===== src/design/utcv_pkg.sv =====
`timescale 1ns / 1ps
`default_nettype none

package utcv_pkg;

  typedef enum logic [1:0] {
    ZS_NONE  = 2'd0,
    ZS_UTC   = 2'd1,
    ZS_PLUS  = 2'd2,
    ZS_MINUS = 2'd3
  } zsign_t;

  localparam logic [7:0] CH_ZERO  = 8'h30;
  localparam logic [7:0] CH_NINE  = 8'h39;
  localparam logic [7:0] CH_UTC   = 8'h5A;
  localparam logic [7:0] CH_PLUS  = 8'h2B;
  localparam logic [7:0] CH_MINUS = 8'h2D;

  localparam logic [4:0] POS_SHORT = 5'd10;
  localparam logic [4:0] POS_FULL  = 5'd12;
  localparam logic [4:0] POS_LIMIT = 5'd17;
  localparam logic [4:0] POS_SAT   = 5'd31;
  localparam logic [4:0] OFS_CHARS = 5'd4;

  localparam logic [2:0] IDX_YEAR   = 3'd0;
  localparam logic [2:0] IDX_MONTH  = 3'd1;
  localparam logic [2:0] IDX_DAY    = 3'd2;
  localparam logic [2:0] IDX_HOUR   = 3'd3;
  localparam logic [2:0] IDX_MINUTE = 3'd4;
  localparam logic [2:0] IDX_SECOND = 3'd5;
  localparam logic [2:0] IDX_OFS_HR = 3'd6;
  localparam logic [2:0] IDX_OFS_MI = 3'd7;

  localparam logic [6:0]  YEAR_PIVOT    = 7'd50;
  localparam logic [11:0] CENTURY_19    = 12'd1900;
  localparam logic [11:0] CENTURY_20    = 12'd2000;
  localparam logic [6:0]  HOURS_PER_DAY = 7'd24;
  localparam logic [6:0]  MINS_PER_HOUR = 7'd60;

  typedef struct packed {
    logic             err;
    zsign_t           zsign;
    logic [4:0]       zpos;
    logic [5:0]       len;
    logic [7:0][6:0]  digits;
  } rec_t;

  function automatic logic [6:0] add_digit(input logic [6:0] f, input logic [3:0] d);
    logic [10:0] acc;
    acc = {4'd0, f} * 11'd10 + {7'd0, d};
    return acc[6:0];
  endfunction

  // Years seen here span 1950..2049, so the century rule only touches 2000 (a leap year)
  function automatic logic [4:0] month_len(input logic [6:0] mon, input logic leap);
    logic [4:0] n;
    unique case (mon) inside
      7'd1, 7'd3, 7'd5, 7'd7, 7'd8, 7'd10, 7'd12: n = 5'd31;
      7'd4, 7'd6, 7'd9, 7'd11:                   n = 5'd30;
      7'd2:                                      n = leap ? 5'd29 : 5'd28;
      default:                                   n = 5'd0;
    endcase
    return n;
  endfunction

endpackage

`default_nettype wire


===== src/design/utcv_front.sv =====
`timescale 1ns / 1ps
`default_nettype none

module utcv_front
  import utcv_pkg::*;
(
  input  wire logic       clk,
  input  wire logic       rst_n,
  input  wire logic       in_valid,
  output logic            in_ready,
  input  wire logic [7:0] in_char_byte,
  input  wire logic       in_last_char,
  input  wire logic       q_full,
  output logic            push,
  output rec_t            push_rec
);

  logic [4:0]      pos_r, pos_nxt;
  logic [7:0][6:0] dig_r, dig_nxt;
  logic [4:0]      zpos_r, zpos_nxt;
  zsign_t          zsign_r, zsign_nxt;
  logic            err_r, err_nxt;
  logic            accept, digit, marker;
  logic [4:0]      q;

  assign in_ready = !q_full;
  assign accept   = in_valid && in_ready;
  assign push     = accept && in_last_char;
  assign digit    = (in_char_byte >= CH_ZERO) && (in_char_byte <= CH_NINE);
  assign marker   = (in_char_byte == CH_UTC) || (in_char_byte == CH_PLUS) ||
                    (in_char_byte == CH_MINUS);
  assign q        = pos_r - zpos_r - 5'd1;

  always_comb begin
    pos_nxt   = (pos_r < POS_SAT) ? pos_r + 5'd1 : pos_r;
    dig_nxt   = dig_r;
    zpos_nxt  = zpos_r;
    zsign_nxt = zsign_r;
    err_nxt   = err_r;
    if (pos_r >= POS_LIMIT) begin
      err_nxt = 1'b1;
    end else if (zsign_r == ZS_NONE) begin
      if (marker) begin
        zpos_nxt = pos_r;
        if (in_char_byte == CH_UTC) begin
          zsign_nxt = ZS_UTC;
        end else if (in_char_byte == CH_PLUS) begin
          zsign_nxt = ZS_PLUS;
        end else begin
          zsign_nxt = ZS_MINUS;
        end
        if (pos_r != POS_SHORT && pos_r != POS_FULL) begin
          err_nxt = 1'b1;
        end
      end else if (!digit || pos_r >= POS_FULL) begin
        err_nxt = 1'b1;
      end else begin
        dig_nxt[pos_r[3:1]] = add_digit(dig_r[pos_r[3:1]], in_char_byte[3:0]);
      end
    end else begin
      if (zsign_r == ZS_UTC || q >= OFS_CHARS || !digit) begin
        err_nxt = 1'b1;
      end else begin
        dig_nxt[IDX_OFS_HR + {2'd0, q[1]}] =
          add_digit(dig_r[IDX_OFS_HR + {2'd0, q[1]}], in_char_byte[3:0]);
      end
    end
  end

  always_comb begin
    push_rec.err    = err_nxt;
    push_rec.zsign  = zsign_nxt;
    push_rec.zpos   = zpos_nxt;
    push_rec.len    = {1'b0, pos_r} + 6'd1;
    push_rec.digits = dig_nxt;
  end

  always_ff @(posedge clk) begin
    if (!rst_n || push) begin
      pos_r   <= '0;
      dig_r   <= '0;
      zpos_r  <= '0;
      zsign_r <= ZS_NONE;
      err_r   <= 1'b0;
    end else if (accept) begin
      pos_r   <= pos_nxt;
      dig_r   <= dig_nxt;
      zpos_r  <= zpos_nxt;
      zsign_r <= zsign_nxt;
      err_r   <= err_nxt;
    end
  end

endmodule

`default_nettype wire


===== src/design/utcv_queue.sv =====
`timescale 1ns / 1ps
`default_nettype none

module utcv_queue
  import utcv_pkg::*;
(
  input  wire logic clk,
  input  wire logic rst_n,
  input  wire logic push,
  input  wire rec_t push_rec,
  output logic      full,
  input  wire logic pop,
  output logic      empty,
  output rec_t      head
);

  rec_t       mem_r [2];
  logic       wr_ptr_r, rd_ptr_r;
  logic [1:0] count_r, count_nxt;

  assign full  = (count_r == 2'd2);
  assign empty = (count_r == 2'd0);
  assign head  = mem_r[rd_ptr_r];

  always_comb begin
    count_nxt = count_r;
    if (push && !pop) begin
      count_nxt = count_r + 2'd1;
    end else if (pop && !push) begin
      count_nxt = count_r - 2'd1;
    end
  end

  always_ff @(posedge clk) begin
    if (push) begin
      mem_r[wr_ptr_r] <= push_rec;
    end
  end

  always_ff @(posedge clk) begin
    if (!rst_n) begin
      wr_ptr_r <= 1'b0;
      rd_ptr_r <= 1'b0;
      count_r  <= '0;
    end else begin
      if (push) begin
        wr_ptr_r <= !wr_ptr_r;
      end
      if (pop) begin
        rd_ptr_r <= !rd_ptr_r;
      end
      count_r <= count_nxt;
    end
  end

endmodule

`default_nettype wire


===== src/design/utcv_back.sv =====
`timescale 1ns / 1ps
`default_nettype none

module utcv_back
  import utcv_pkg::*;
(
  input  wire logic         clk,
  input  wire logic         rst_n,
  input  wire logic         cfg_wr_en,
  input  wire logic         cfg_wr_data,
  input  wire logic         q_empty,
  input  wire rec_t         head,
  output logic              pop,
  output logic              out_valid,
  input  wire logic         out_ready,
  output logic              out_time_valid,
  output logic [11:0]       out_full_year,
  output logic [3:0]        out_month_num,
  output logic [4:0]        out_day_num,
  output logic [4:0]        out_hour_num,
  output logic [5:0]        out_minute_num,
  output logic [5:0]        out_second_num,
  output logic              out_seconds_present,
  output logic              out_non_utc,
  output logic signed [11:0] out_offset_minutes
);

  logic        der_r;
  logic        valid_r;
  logic        ok_r;
  logic [11:0] year_r;
  logic [3:0]  mon_r;
  logic [4:0]  day_r;
  logic [4:0]  hr_r;
  logic [5:0]  mi_r;
  logic [5:0]  se_r;
  logic        secs_r, nonutc_r;
  logic [11:0] off_r;

  logic [6:0]  yy, mon, day, hr, mi, se, tzh, tzm;
  logic [11:0] year;
  logic        secs, nonutc, ok;
  logic [11:0] off_abs;
  logic [11:0] off;

  assign pop = !q_empty && (!valid_r || out_ready);

  always_comb begin
    yy     = head.digits[IDX_YEAR];
    mon    = head.digits[IDX_MONTH];
    day    = head.digits[IDX_DAY];
    hr     = head.digits[IDX_HOUR];
    mi     = head.digits[IDX_MINUTE];
    tzh    = head.digits[IDX_OFS_HR];
    tzm    = head.digits[IDX_OFS_MI];
    secs   = (head.zpos == POS_FULL);
    se     = secs ? head.digits[IDX_SECOND] : 7'd0;
    nonutc = (head.zsign == ZS_PLUS) || (head.zsign == ZS_MINUS);
    year   = ((yy >= YEAR_PIVOT) ? CENTURY_19 : CENTURY_20) + {5'd0, yy};

    ok = !head.err && (head.zsign != ZS_NONE) &&
         (secs || (head.zpos == POS_SHORT && !der_r));
    if (mon < 7'd1 || mon > 7'd12 || day < 7'd1 ||
        day > {2'd0, month_len(mon, yy[1:0] == 2'd0)}) begin
      ok = 1'b0;
    end
    if (hr >= HOURS_PER_DAY || mi >= MINS_PER_HOUR || se >= MINS_PER_HOUR) begin
      ok = 1'b0;
    end
    if (head.zsign == ZS_UTC) begin
      if (head.len != {1'b0, head.zpos} + 6'd1) begin
        ok = 1'b0;
      end
    end else begin
      if (der_r || head.len != {1'b0, head.zpos} + 6'd5 ||
          tzh >= HOURS_PER_DAY || tzm >= MINS_PER_HOUR) begin
        ok = 1'b0;
      end
    end

    off_abs = {5'd0, tzh} * {5'd0, MINS_PER_HOUR} + {5'd0, tzm};
    off     = '0;
    if (nonutc) begin
      off = (head.zsign == ZS_MINUS) ? 12'd0 - off_abs : off_abs;
    end
  end

  always_ff @(posedge clk) begin
    if (!rst_n) begin
      der_r   <= 1'b0;
      valid_r <= 1'b0;
    end else begin
      if (cfg_wr_en) begin
        der_r <= cfg_wr_data;
      end
      if (pop) begin
        valid_r <= 1'b1;
      end else if (out_ready) begin
        valid_r <= 1'b0;
      end
    end
  end

  always_ff @(posedge clk) begin
    if (pop) begin
      ok_r     <= ok;
      year_r   <= ok ? year : 12'd0;
      mon_r    <= ok ? mon[3:0] : 4'd0;
      day_r    <= ok ? day[4:0] : 5'd0;
      hr_r     <= ok ? hr[4:0] : 5'd0;
      mi_r     <= ok ? mi[5:0] : 6'd0;
      se_r     <= ok ? se[5:0] : 6'd0;
      secs_r   <= ok && secs;
      nonutc_r <= ok && nonutc;
      off_r    <= ok ? off : 12'd0;
    end
  end

  assign out_valid           = valid_r;
  assign out_time_valid      = ok_r;
  assign out_full_year       = year_r;
  assign out_month_num       = mon_r;
  assign out_day_num         = day_r;
  assign out_hour_num        = hr_r;
  assign out_minute_num      = mi_r;
  assign out_second_num      = se_r;
  assign out_seconds_present = secs_r;
  assign out_non_utc         = nonutc_r;
  assign out_offset_minutes  = off_r;

endmodule

`default_nettype wire


===== src/design/utctime_string_validator.sv =====
// UTCTime string checker. Characters arrive one word per cycle on the in_
// channel while in_ready is high (in_char_byte, in_last_char marks the
// end of the string); each string yields one result word on the out_
// channel with the validity flag, decoded date and time fields and the
// zone offset in minutes. Fields of an invalid string read as zero.
// The front parser takes one character per cycle while the queue has room;
// a string's record enters a two-entry queue as its last character is
// accepted; out_valid rises when the checker pops it into its output
// register. Sustained rate with out_ready high is one character per cycle;
// results can leave back to back when strings are one character long.
// When out_ready is low the result holds, the queue fills with up to two
// further records and in_ready then falls until space frees up.
// cfg_wr_en with cfg_wr_data sets DER mode; write it only while idle.
// Synchronous active-low reset empties the queue, clears the parser and
// sets DER mode off.
`timescale 1ns / 1ps
`default_nettype none

module utctime_string_validator
  import utcv_pkg::*;
(
  input  wire logic         clk,
  input  wire logic         rst_n,
  input  wire logic         cfg_wr_en,
  input  wire logic         cfg_wr_data,
  input  wire logic         in_valid,
  output logic              in_ready,
  input  wire logic [7:0]   in_char_byte,
  input  wire logic         in_last_char,
  output logic              out_valid,
  input  wire logic         out_ready,
  output logic              out_time_valid,
  output logic [11:0]       out_full_year,
  output logic [3:0]        out_month_num,
  output logic [4:0]        out_day_num,
  output logic [4:0]        out_hour_num,
  output logic [5:0]        out_minute_num,
  output logic [5:0]        out_second_num,
  output logic              out_seconds_present,
  output logic              out_non_utc,
  output logic signed [11:0] out_offset_minutes
);

  logic q_full, q_empty, push, pop;
  rec_t push_rec, head;

  utcv_front u_front (
    .clk          (clk),
    .rst_n        (rst_n),
    .in_valid     (in_valid),
    .in_ready     (in_ready),
    .in_char_byte (in_char_byte),
    .in_last_char (in_last_char),
    .q_full       (q_full),
    .push         (push),
    .push_rec     (push_rec)
  );

  utcv_queue u_queue (
    .clk      (clk),
    .rst_n    (rst_n),
    .push     (push),
    .push_rec (push_rec),
    .full     (q_full),
    .pop      (pop),
    .empty    (q_empty),
    .head     (head)
  );

  utcv_back u_back (
    .clk                 (clk),
    .rst_n               (rst_n),
    .cfg_wr_en           (cfg_wr_en),
    .cfg_wr_data         (cfg_wr_data),
    .q_empty             (q_empty),
    .head                (head),
    .pop                 (pop),
    .out_valid           (out_valid),
    .out_ready           (out_ready),
    .out_time_valid      (out_time_valid),
    .out_full_year       (out_full_year),
    .out_month_num       (out_month_num),
    .out_day_num         (out_day_num),
    .out_hour_num        (out_hour_num),
    .out_minute_num      (out_minute_num),
    .out_second_num      (out_second_num),
    .out_seconds_present (out_seconds_present),
    .out_non_utc         (out_non_utc),
    .out_offset_minutes  (out_offset_minutes)
  );

endmodule

`default_nettype wire


===== config.mk =====
export PLATFORM = sky130hd
export DESIGN_NAME = utctime_string_validator
export DESIGN_NICKNAME = d
export VERILOG_FILES = /design/src/design/utcv_pkg.sv /design/src/design/utcv_front.sv /design/src/design/utcv_queue.sv /design/src/design/utcv_back.sv /design/src/design/utctime_string_validator.sv
export SDC_FILE = /design/constraint.sdc
export NUM_CORES = 1
export LEC_CHECK = 0
export ABC_CLOCK_PERIOD_IN_PS = 7400
export BUFFER_PORTS_ARGS = -buffer_cell sky130_fd_sc_hd__buf_4
export CORE_AREA = 2 2 156 158
export DETAILED_ROUTE_END_ITERATION = 8
export DIE_AREA = 0 0 158 160
export GPL_ROUTABILITY_DRIVEN = 0
export PLACE_DENSITY_LB_ADDON = 0.25
export SYNTH_ARGS = -nofsm -noshare
export SYNTH_HDL_FRONTEND = slang
export SYNTH_SLANG_ARGS = --single-unit

===== constraint.sdc =====
create_clock -name clk -period 7.4 [get_ports clk]
set_clock_uncertainty 0.05 [all_clocks]
set_input_delay 1.48 -clock clk [delete_from_list [all_inputs] [get_ports clk]]
set_output_delay 1.48 -clock clk [all_outputs]
set_load 0.05 [all_outputs]

Word level (Yosys, flattened, before mapping)
Memories as Yosys holds them, arrays and structs flattened. A register that Yosys moved wholly into a read port is not among the register bits.
Cells that the tools add are included.
- $add $sub $neg: 14
- $mul: 3
- $lt $le $gt $ge: 20
- eq/ne operators: 26
- muxes and demuxes: 47
- reduce and logical (&&, ||, !) cells: 52
- operators by type and width (kind ; number):
    $mux 56 ; 5
    $bwmux 56 ; 2
    $bmux 7 s3 ; 2
    $demux 7 s3 ; 2
    $eq 7x4->1 const B ; 5
    $mux 7 ; 5
    $eq 7x3->1 const B ; 4
    $ge 7x6->1 const B ; 4
    $add 12x7->12 ; 2
    $mux 1 ; 19
    $logic_or 1x1->1 ; 17
    $eq 8x6->1 const B ; 2
    $mux 5 ; 3
    $pmux 5 s3 ; 1
    $add 7x4->7 ; 2
    $eq 7x2->1 const B ; 2
    $ge 7x5->1 const B ; 2
    $logic_and 1x1->1 ; 14
    $lt 7x1->1 const B ; 2
    $mul 7x3->6 const B ; 2
    $add 5x1->6 const B ; 2
    $mux 12 ; 1
    $mux 2 ; 6
    $ne 6x6->1 ; 2
    32 further kinds ; 54
- flip-flop bits (word level): 128
- RAM bits: 140
- bits of input ports: 15
- output and inout bits: 55
- word-level logic and storage cells: 190
- memories: 1
- memories (name ; depth ; bits a word ; read ports ; clocked after Yosys merged registers in ; write ports ; RTL line ; text):
    u_queue.mem_r ; 2 ; 70 ; 1 ; 1 ; 1 ; utcv_queue.sv:17 ; rec_t mem_r [2];

Depth between registers and ports, before layout
Gate-level depths: netlist (run 1).
- word-level depth: 11
- depth in mapped cells: 23
- gate-level depth less buffers: 17

By module
A second synthesis (run 1) with hierarchy kept.
- cell total of the unflattened synthesis: 1146
- area, all modules: 14121.0 µm²
- by module, submodules not included (module ; instances ; cells each ; area an instance (µm²) ; seq. area each (µm²)):
    utcv_queue ; 1 ; 240 ; 5251.3 ; 4304.1
    utcv_front ; 1 ; 528 ; 4860.9 ; 1381.3
    utcv_back ; 1 ; 378 ; 4008.8 ; 1631.6

Least setup slack after synthesis (run 1)
No wires, ideal clock.
- path type: in2reg
- from: input port in_valid
- to: memory u_queue.mem_r[0][0] (netlist bit), enable pin
- library setup time: 500 ps
- arrival: 4873 ps
- required time: 6850 ps
- slack: 1977 ps
- stages on the path: 4
- buffers on the path: 1
- cell sequence: and2_1 > clkbuf_1 > nand2_1 > nor2_1
- cells in the longest elaborated chain, start to end: 4
- ends and longest elaborated chain (item ; RTL line ; text):
    start: declaration ; utctime_string_validator.sv:26 ; input wire logic in_valid,
    $logic_and 1x1->1 ; utcv_front.sv:27 ; assign accept = in_valid && in_ready;
    $logic_and 1x1->1 ; utcv_front.sv:28 ; assign push = accept && in_last_char;
    $mux 1 ; utcv_queue.sv:35 ; if (push) begin
    $mux 1 (implied by the code) ; utcv_queue.sv:36 ; mem_r[wr_ptr_r] <= push_rec;
    end: declaration ; utcv_queue.sv:17 ;
No other way between the ends.

==> metrics.txt, run 1 <==
# TYPE chip_impl_metric gauge
chip_impl_info{name="run_status",value="finished, final reports clean"} 1
chip_impl_metric{name="grt_start_max_net_pins",unit=""} 71
chip_impl_metric{name="timing.final.crit_share",unit=""} 0.674
chip_impl_metric{name="synth.lib_cells_used.distinct",unit=""} 74
chip_impl_metric{name="placementRows",unit=""} 57
chip_impl_metric{name="avgViaCountPerCell",unit=""} 5.77
chip_impl_metric{name="max_cap_viol_count",unit=""} 0
chip_impl_metric{name="grt-ovfl-total",unit=""} 0
chip_impl_metric{name="p_seq_frac",unit=""} 0.311
chip_impl_metric{name="dpl.cell_count",unit=""} 1517
chip_impl_metric{name="slew_viol_final",unit=""} 0
chip_impl_metric{name="final.setup.tns",unit="ns"} 0
chip_impl_metric{name="layout-drive-gt1-share",unit=""} 0.187
chip_impl_metric{name="io-pin-count",unit=""} 70
chip_impl_metric{name="wire_per_inst",unit="um"} 18.7
chip_impl_info{name="cts-root-buf",value="sky130_fd_sc_hd__clkbuf_16"} 1
chip_impl_metric{name="grt_antenna_before_repair",unit=""} 0
chip_impl_metric{name="die_w",unit="um"} 158
chip_impl_metric{name="yosys.area.top_type_share",unit=""} 0.416
chip_impl_metric{name="xor_xnor_fraction_of_synth_area",unit=""} 0.0394
chip_impl_metric{name="cp_num_buf_inv",unit=""} 2
chip_impl_metric{name="routed-via-count",unit=""} 9039
chip_impl_info{name="rsz0062_at_grt",value="no"} 1
chip_impl_metric{name="critPathRequiredTime",unit="ns"} 7.61
chip_impl_metric{name="period_needed",unit="ns"} 4.99
chip_impl_info{name="cell_accounting_for_the_most_synthesized_area",value="sky130_fd_sc_hd__edfxtp_1"} 1
chip_impl_metric{name="synth-seq-area-share",unit=""} 0.526
chip_impl_metric{name="cts_buffer_depth",unit=""} 3
chip_impl_metric{name="synth.net_count",unit=""} 1253
chip_impl_metric{name="worstMarginPinSlew",unit="ns"} 1.23
chip_impl_metric{name="leakagePower",unit="nW"} 5.82
chip_impl_metric{name="clock_latency",unit="ns"} 0.55
chip_impl_metric{name="synthesis.area",unit="um2"} 13900
chip_impl_metric{name="antenna_cells",unit=""} 0
chip_impl_metric{name="synth_fa_ha_area_frac",unit=""} 0.0771
chip_impl_metric{name="rrSetupSlack",unit="ns"} 2.41
chip_impl_metric{name="cts_setup_buffers",unit=""} 0
chip_impl_metric{name="routed_wirelength",unit="um"} 29300
chip_impl_metric{name="first_global_vias",unit=""} 8557
chip_impl_info{name="dominant_synthesized_flop_cell",value="sky130_fd_sc_hd__edfxtp_1"} 1
chip_impl_metric{name="comb_power_share",unit=""} 0.457
chip_impl_metric{name="cp_data_arrival_time",unit="ns"} 5.20
chip_impl_info{name="worstHoldEndpoint",value="u_front.zpos_r[2]"} 1
chip_impl_metric{name="gate_count_after_technology_mapping",unit=""} 1163
chip_impl_metric{name="clk_transition_reported_paths",unit="ns"} 0.06
chip_impl_info{name="gate_family_responsible_for_the_most_delay_along_the_worst_path",value="adder cells"} 1
chip_impl_info{name="hold_crit_path_type",value="reg -> reg"} 1
chip_impl_metric{name="cellPowerDensity",unit="nW/um2"} 393
chip_impl_metric{name="power.switching",unit="mW"} 2.37
chip_impl_metric{name="fmax",unit="MHz"} 200
chip_impl_metric{name="cts.repair.resized",unit=""} 0
chip_impl_metric{name="grt_first_pass_wirelength",unit="um"} 46300
chip_impl_info{name="yosys-top-cells-area",value="sky130_fd_sc_hd__edfxtp_1 42%, sky130_fd_sc_hd__dfxtp_1 11%, sky130_fd_sc_hd__mux2i_1 5.8%"} 1
chip_impl_metric{name="synth_edf_count",unit=""} 193
chip_impl_metric{name="ys_ff_latch",unit=""} 269
chip_impl_info{name="critical-path-slowest-cell",value="sky130_fd_sc_hd__dfxtp_4"} 1
chip_impl_metric{name="critical_path_peak_fanout",unit=""} 32
chip_impl_metric{name="nNetsFinal",unit=""} 1312
chip_impl_metric{name="synth-compound-area-share",unit=""} 0.0825
chip_impl_metric{name="drt_pass1_iterations",unit=""} 5
chip_impl_metric{name="net_switching_fraction_of_the_power",unit=""} 0.386
chip_impl_metric{name="cp_slowest_stage_delay",unit="ns"} 0.64
chip_impl_metric{name="die_height",unit="um"} 160
chip_impl_metric{name="total_power",unit="mW"} 6.14
chip_impl_metric{name="cts_htree_levels",unit=""} 1
chip_impl_metric{name="postCtsHoldBufs",unit=""} 0
chip_impl_metric{name="final.setup.worst_slack",unit="ns"} 2.41
chip_impl_info{name="tritoncts",value="yes"} 1
chip_impl_metric{name="synth_simple_gate_area_share",unit=""} 0.114
chip_impl_metric{name="yosys_synthesis_warning_count",unit=""} 0
chip_impl_metric{name="core_box_area",unit="um2"} 23800
chip_impl_metric{name="detailedPlacementHpwl",unit="um"} 20700
chip_impl_metric{name="power_report.internal_total",unit="mW"} 3.77
chip_impl_metric{name="portBuffers",unit=""} 69
chip_impl_metric{name="tritoncts_buffers",unit=""} 27
chip_impl_metric{name="drt_drc_violations_left",unit=""} 0
chip_impl_metric{name="setup_violations",unit=""} 0
chip_impl_metric{name="logic_depth_of_the_worst_register_to_register_path",unit=""} 16
chip_impl_metric{name="async_reset_ff_frac",unit=""} 0
chip_impl_info{name="r2r_end",value="u_back.out_offset_minutes[11]"} 1
chip_impl_metric{name="area_growth",unit="%"} 12.3
chip_impl_info{name="series_of_cell_instances_along_the_critical_path",value="mux2i_1 -> inv_1 -> fa_1 -> fa_1 -> inv_1 -> fa_1 -> xnor2_1 -> ha_1 -> o21a_1 -> o31a_1 -> a21oi_1 -> or3_1 -> nor3_1 -> a31oi_1 -> xnor2_1 -> nor3_1"} 1
chip_impl_metric{name="cts_sinks",unit=""} 269
chip_impl_metric{name="floorplan.initialDensity",unit=""} 0.584
chip_impl_metric{name="clkPwrFrac",unit=""} 0.232
chip_impl_metric{name="worst_hold_slack",unit="ns"} 0.415
chip_impl_metric{name="floorplan.die_area",unit="um2"} 25300
chip_impl_metric{name="timing.max_slew.rel_slack",unit=""} 0.173
chip_impl_info{name="worstSetupStartpointType",value="flop"} 1
chip_impl_metric{name="synth_mux_area_frac",unit=""} 0.125
chip_impl_metric{name="vdd_drop_max",unit="mV"} 0.369
chip_impl_info{name="synth_top_family_by_area",value="multiplexers"} 1
chip_impl_metric{name="track_usage",unit=""} 0.234
chip_impl_info{name="worstSetupEndpointType",value="flop"} 1
chip_impl_metric{name="first_iter_violations",unit=""} 686
chip_impl_info{name="worst_path_most_repeated_cell",value="sky130_fd_sc_hd__fa_1"} 1
chip_impl_metric{name="pre_cts_ws",unit="ns"} 2.41
chip_impl_metric{name="ant_nets",unit=""} 0
chip_impl_metric{name="holdPathStages",unit=""} 2
chip_impl_info{name="min-delay-start",value="u_front.zpos_r[2]"} 1
chip_impl_info{name="timing.setup.critical_path_class",value="reg -> reg"} 1
chip_impl_metric{name="final-hold-violation-count",unit=""} 0
chip_impl_metric{name="synth_area_per_cell",unit="um2"} 12.0
chip_impl_metric{name="final-instance-count-excl-fill",unit=""} 1567
[layout make-up]
type                            count  area (um2)
Fill cell                        1838        8190
Sequential cell                   269        7320
Multi-Input combinational cell    781        6130
Clock buffer                       35         716
Timing Repair Buffer               82         616
Tap cell                          324         405
Inverter                           61         229
Clock inverter                     15         218
[metal layers]
layer	wire length, um	up-vias	track usage
met5	0	-	0
met4	614	0	0.0586
li1	-	4335	-
met2	13300	303	0.359
met3	1980	42	0.0318
met1	13400	4359	0.354
[power by group through the flow]
stage	Combinational, mW	Sequential (mW)	Clock, mW
floorplan	1.96	2.26	0
global placement	2.73	1.94	0
detailed placement	2.80	1.94	0
CTS	2.82	1.92	1.44
global route	3.11	1.94	1.50
finish	2.81	1.91	1.42
[how the worst max path moves through the flow]
stage / cells past startpoint / to / slack (ns)
2_1_floorplan: 4 / u_queue.mem_r[0][0] / 1.98
3_3_place_gp: 16 / u_back.out_offset_minutes[11] / 2.53
3_5_place_dp: 16 / u_back.out_offset_minutes[11] / 2.41
4_1_cts: 16 / u_back.out_offset_minutes[11] / 2.38
5_1_grt: 16 / u_back.out_offset_minutes[10] / 2.10
6_report: 16 / u_back.out_offset_minutes[11] / 2.41
[cell usage in the layout (no fill, tap or decap), types with 8 or more instances in the layout]
| cell type | n |
|---|---|
| sky130_fd_sc_hd__edfxtp_1 | 193 |
| sky130_fd_sc_hd__nor2_1 | 124 |
| sky130_fd_sc_hd__buf_4 | 82 |
| sky130_fd_sc_hd__mux2i_1 | 80 |
| sky130_fd_sc_hd__dfxtp_1 | 75 |
| sky130_fd_sc_hd__mux2_2 | 70 |
| sky130_fd_sc_hd__nand2_1 | 64 |
| sky130_fd_sc_hd__inv_1 | 59 |
| sky130_fd_sc_hd__ha_1 | 57 |
| sky130_fd_sc_hd__a21oi_1 | 47 |
| sky130_fd_sc_hd__xnor2_1 | 36 |
| sky130_fd_sc_hd__o21ai_0 | 34 |
| sky130_fd_sc_hd__clkbuf_16 | 27 |
| sky130_fd_sc_hd__xor2_1 | 24 |
| sky130_fd_sc_hd__nor2b_1 | 23 |
| sky130_fd_sc_hd__fa_1 | 18 |
| sky130_fd_sc_hd__nor3_1 | 17 |
| sky130_fd_sc_hd__nand3_1 | 16 |
| sky130_fd_sc_hd__a211oi_1 | 15 |
| sky130_fd_sc_hd__and2_1 | 14 |
| sky130_fd_sc_hd__nor3_2 | 12 |
| sky130_fd_sc_hd__a21o_1 | 10 |
| sky130_fd_sc_hd__nand2b_1 | 8 |
[tightest hold or removal path, stage by stage, from the launching register on]
cell and delay [ns]:
sky130_fd_sc_hd__dfxtp_1 0.31, sky130_fd_sc_hd__nand2_1 0.06, sky130_fd_sc_hd__a21oi_1 0.06
[logic make-up (layout without fill, tap and decap cells)]
family | Yosys count | count (layout)
adders and majority gates | 75 | 75
AOI/OAI and AO/OA | 168 | 168
muxes | 157 | 157
DFF | 269 | 269
buffers and inverters | 113 | 193
and+or+nand+nor | 320 | 320
xor gates and xnor gates | 61 | 61
[cells in the mapped netlist, drive strengths merged (8+ instances only)]
cell type / n
ha: 57
nor2: 128
mux2i: 81
xnor2: 36
buf: 30
nand2b: 8
xor2: 24
edfxtp: 193
a21o: 10
nand3: 17
mux2: 70
a211oi: 15
nor3: 29
dfxtp: 76
and2: 14
o21ai: 34
fa: 18
nand2: 65
a21oi: 47
clkbuf: 22
inv: 60
nor2b: 23
[stage by stage]
step	area (um2)	util
after floorplan	13900	-
after global placement	14700	0.617
after detailed placement	14700	0.617
after CTS	15600	0.656
after global routing	15600	0.656
final	15600	0.656
[state kept, by name (all words and copies together) (netlist names), 2 cells and up, named ones only]
signal                     flops
u_queue.mem_r                140
u_back.out_second_num          6
u_front.pos_r                  5
u_back.out_day_num             5
u_back.out_hour_num            5
u_front.dig_r                 56
u_back.out_minute_num          6
u_queue.count_r                2
u_back.out_month_num           4
u_back.out_offset_minutes     12
u_back.out_full_year          12
u_front.zpos_r                 5
u_front.zsign_r                2
(Power assumes the default switching activity.)
==> inputs of run 2 (changes only) <==
--- a/config.mk
+++ b/config.mk
@@ -5,7 +5,7 @@
 export SDC_FILE = /design/constraint.sdc
 export NUM_CORES = 1
 export LEC_CHECK = 0
-export ABC_CLOCK_PERIOD_IN_PS = 7400
+export ABC_CLOCK_PERIOD_IN_PS = 5200
 export BUFFER_PORTS_ARGS = -buffer_cell sky130_fd_sc_hd__buf_4
 export CORE_AREA = 2 2 156 158
 export DETAILED_ROUTE_END_ITERATION = 8
==> constraint.sdc (replaced) <==
create_clock -name clk -period 5.2 [get_ports clk]
set_clock_uncertainty 0.05 [all_clocks]
set_input_delay 1.04 -clock clk [delete_from_list [all_inputs] [get_ports clk]]
set_output_delay 1.04 -clock clk [all_outputs]
set_load 0.05 [all_outputs]
==> metrics.txt, run 2 (same netlist as run 1, synthesis figures left out) <==
# TYPE chip_impl_metric gauge
chip_impl_metric{name="cp_num_buf_inv",unit=""} 5
chip_impl_metric{name="first_iter_violations",unit=""} 828
chip_impl_metric{name="critical_path_peak_fanout",unit=""} 26
chip_impl_metric{name="track_usage",unit=""} 0.242
chip_impl_metric{name="placementRows",unit=""} 57
chip_impl_metric{name="slew_viol_final",unit=""} 0
chip_impl_info{name="min-delay-start",value="u_front.zpos_r[0]"} 1
chip_impl_metric{name="max_cap_viol_count",unit=""} 0
chip_impl_info{name="hold_crit_path_type",value="reg -> reg"} 1
chip_impl_info{name="gate_family_responsible_for_the_most_delay_along_the_worst_path",value="adder cells"} 1
chip_impl_metric{name="cts_buffer_depth",unit=""} 3
chip_impl_info{name="cts-root-buf",value="sky130_fd_sc_hd__clkbuf_16"} 1
chip_impl_metric{name="clock_latency",unit="ns"} 0.55
chip_impl_metric{name="setup_violations",unit=""} 0
chip_impl_info{name="rsz0062_at_grt",value="no"} 1
chip_impl_metric{name="detailedPlacementHpwl",unit="um"} 21600
chip_impl_info{name="critical-path-slowest-cell",value="sky130_fd_sc_hd__mux2i_1"} 1
chip_impl_metric{name="ant_nets",unit=""} 0
chip_impl_metric{name="final.setup.tns",unit="ns"} 0
chip_impl_metric{name="cp_data_arrival_time",unit="ns"} 4.96
chip_impl_metric{name="first_global_vias",unit=""} 8712
chip_impl_metric{name="cts.repair.resized",unit=""} 0
chip_impl_metric{name="timing.max_slew.rel_slack",unit=""} 0.316
chip_impl_metric{name="floorplan.die_area",unit="um2"} 25300
chip_impl_metric{name="wire_per_inst",unit="um"} 19.0
chip_impl_metric{name="worstMarginPinSlew",unit="ns"} 1.02
chip_impl_metric{name="cts_sinks",unit=""} 269
chip_impl_metric{name="layout.filler_cells",unit=""} 1789
chip_impl_metric{name="antenna_cells",unit=""} 0
chip_impl_metric{name="leakagePower",unit="nW"} 5.90
chip_impl_info{name="timing.setup.critical_path_class",value="reg -> reg"} 1
chip_impl_info{name="layout_top_registers",value="u_queue.mem_r: 140 flops, u_front.dig_r: 56 flops"} 1
chip_impl_metric{name="nNetsFinal",unit=""} 1324
chip_impl_info{name="run_status",value="finished, final reports clean"} 1
chip_impl_metric{name="area_growth",unit="%"} 13.4
chip_impl_metric{name="cts_htree_levels",unit=""} 1
chip_impl_metric{name="fmax",unit="MHz"} 212
chip_impl_metric{name="io-pin-count",unit=""} 70
chip_impl_metric{name="area_taken_by_flip_flops_and_latches",unit="um2"} 7320
chip_impl_metric{name="die_height",unit="um"} 160
chip_impl_metric{name="routed-via-count",unit=""} 9017
chip_impl_metric{name="drt_drc_violations_left",unit=""} 0
chip_impl_info{name="tritoncts",value="yes"} 1
chip_impl_metric{name="vdd_drop_max",unit="mV"} 0.518
chip_impl_metric{name="avgViaCountPerCell",unit=""} 5.71
chip_impl_metric{name="largest_register_ffs",unit=""} 140
chip_impl_info{name="max_flop_register",value="u_queue.mem_r"} 1
chip_impl_metric{name="die_w",unit="um"} 158
chip_impl_metric{name="cellPowerDensity",unit="nW/um2"} 556
chip_impl_metric{name="grt_antenna_before_repair",unit=""} 0
chip_impl_info{name="worst_path_most_repeated_cell",value="sky130_fd_sc_hd__inv_1"} 1
chip_impl_metric{name="layout-drive-gt1-share",unit=""} 0.200
chip_impl_info{name="most-common-layout-cells",value="193 x sky130_fd_sc_hd__edfxtp_1, 124 x sky130_fd_sc_hd__nor2_1, 92 x sky130_fd_sc_hd__buf_4, 79 x sky130_fd_sc_hd__mux2i_1, 75 x sky130_fd_sc_hd__dfxtp_1"} 1
chip_impl_metric{name="grt_start_max_net_pins",unit=""} 71
chip_impl_metric{name="core_box_area",unit="um2"} 23800
chip_impl_metric{name="routed_wirelength",unit="um"} 30100
chip_impl_info{name="worstSetupStartpointType",value="flop"} 1
chip_impl_info{name="series_of_cell_instances_along_the_critical_path",value="buf_4 -> mux2i_1 -> inv_1 -> fa_1 -> inv_1 -> fa_1 -> inv_1 -> ha_1 -> inv_1 -> o311ai_1 -> o21ai_0 -> nor2_1 -> xnor3_1 -> xnor2_1 -> nor3_1"} 1
chip_impl_metric{name="final-hold-violation-count",unit=""} 0
chip_impl_metric{name="tritoncts_buffers",unit=""} 28
chip_impl_metric{name="portBuffers",unit=""} 69
chip_impl_metric{name="clk_transition_reported_paths",unit="ns"} 0.07
chip_impl_metric{name="floorplan.initialDensity",unit=""} 0.584
chip_impl_metric{name="cts_setup_buffers",unit=""} 0
chip_impl_metric{name="drt_pass1_iterations",unit=""} 6
chip_impl_metric{name="timing.final.crit_share",unit=""} 0.908
chip_impl_metric{name="cp_slowest_stage_delay",unit="ns"} 0.54
chip_impl_metric{name="grt_first_pass_wirelength",unit="um"} 47300
chip_impl_metric{name="period_needed",unit="ns"} 4.72
chip_impl_metric{name="critPathRequiredTime",unit="ns"} 5.44
chip_impl_metric{name="multi_input_area",unit="um2"} 6140
chip_impl_info{name="worstSetupEndpointType",value="flop"} 1
chip_impl_metric{name="grt-ovfl-total",unit=""} 0
chip_impl_metric{name="total_power",unit="mW"} 8.77
chip_impl_info{name="mostFrequentLayoutCell",value="sky130_fd_sc_hd__edfxtp_1"} 1
chip_impl_metric{name="postCtsHoldBufs",unit=""} 0
-- run 2: where the power goes --
part           total [mW]  switching (mW)  internal (mW)
combinational        4.02            2.45           1.57
clock                2.07           0.822           1.24
sequential           2.69           0.101           2.59
total                8.77            3.37           5.40
-- run 2: through the flow --
| step | worst slack (ns) | instances | util | hold slack, ns | cell area, um2 |
|---|---|---|---|---|---|
| 6_report | 0.478 | 1580 | 0.663 | 0.420 | 15800 |
| 5_1_grt | 0.0120 | 1580 | 0.663 | 0.449 | 15800 |
| 4_1_cts | 0.460 | 1580 | 0.663 | 0.418 | 15800 |
| 3_5_place_dp | 0.482 | 1528 | 0.621 | 0.409 | 14800 |
| 3_3_place_gp | 0.562 | 1528 | 0.621 | 0.394 | 14800 |
| 2_1_floorplan | 0.0342 | 1163 | - | 0.386 | 13900 |
-- run 2: worst paths after layout --
kind / slack [ns] / cells after the start / endpoint
hold / removal: 0.42 / 2 / u_front.zpos_r[0]
setup reg to reg: 0.48 / 15 / u_back.out_offset_minutes[11]
hold reg to reg: 0.42 / 2 / u_front.zpos_r[0]
setup / recovery: 0.48 / 15 / u_back.out_offset_minutes[11]
-- run 2: per-layer routing --
| layer | vias up | GRT usage | part of all wire |
|---|---|---|---|
| li1 | 4345 | - | - |
| met1 | 4356 | 0.357 | 0.45 |
| met2 | 273 | 0.379 | 0.46 |
| met3 | 43 | 0.0274 | 0.064 |
| met4 | 0 | 0.0729 | 0.027 |
| met5 | - | 0 | 0 |
-- run 2: final cells by class --
| type | count | share of cell area |
|---|---|---|
| inverter | 61 | 0.0145 |
| clock buffer | 39 | 0.0515 |
| sequential | 269 | 0.464 |
| multi-input combinational | 781 | 0.389 |
| clock inverter | 13 | 0.0105 |
| tap | 324 | 0.0257 |
| timing repair buffer | 93 | 0.0450 |
-- run 2: worst reg2reg max path, delay by kind of cell, from the launching register on --
kind,cells,cell delay (ns)
fa+ha+maj,3,1.38
flops,1,0.41
compound gates,2,0.58
xor+xnor,2,0.50
mux,1,0.55
buf+inv,5,0.79
simple gates,2,0.21
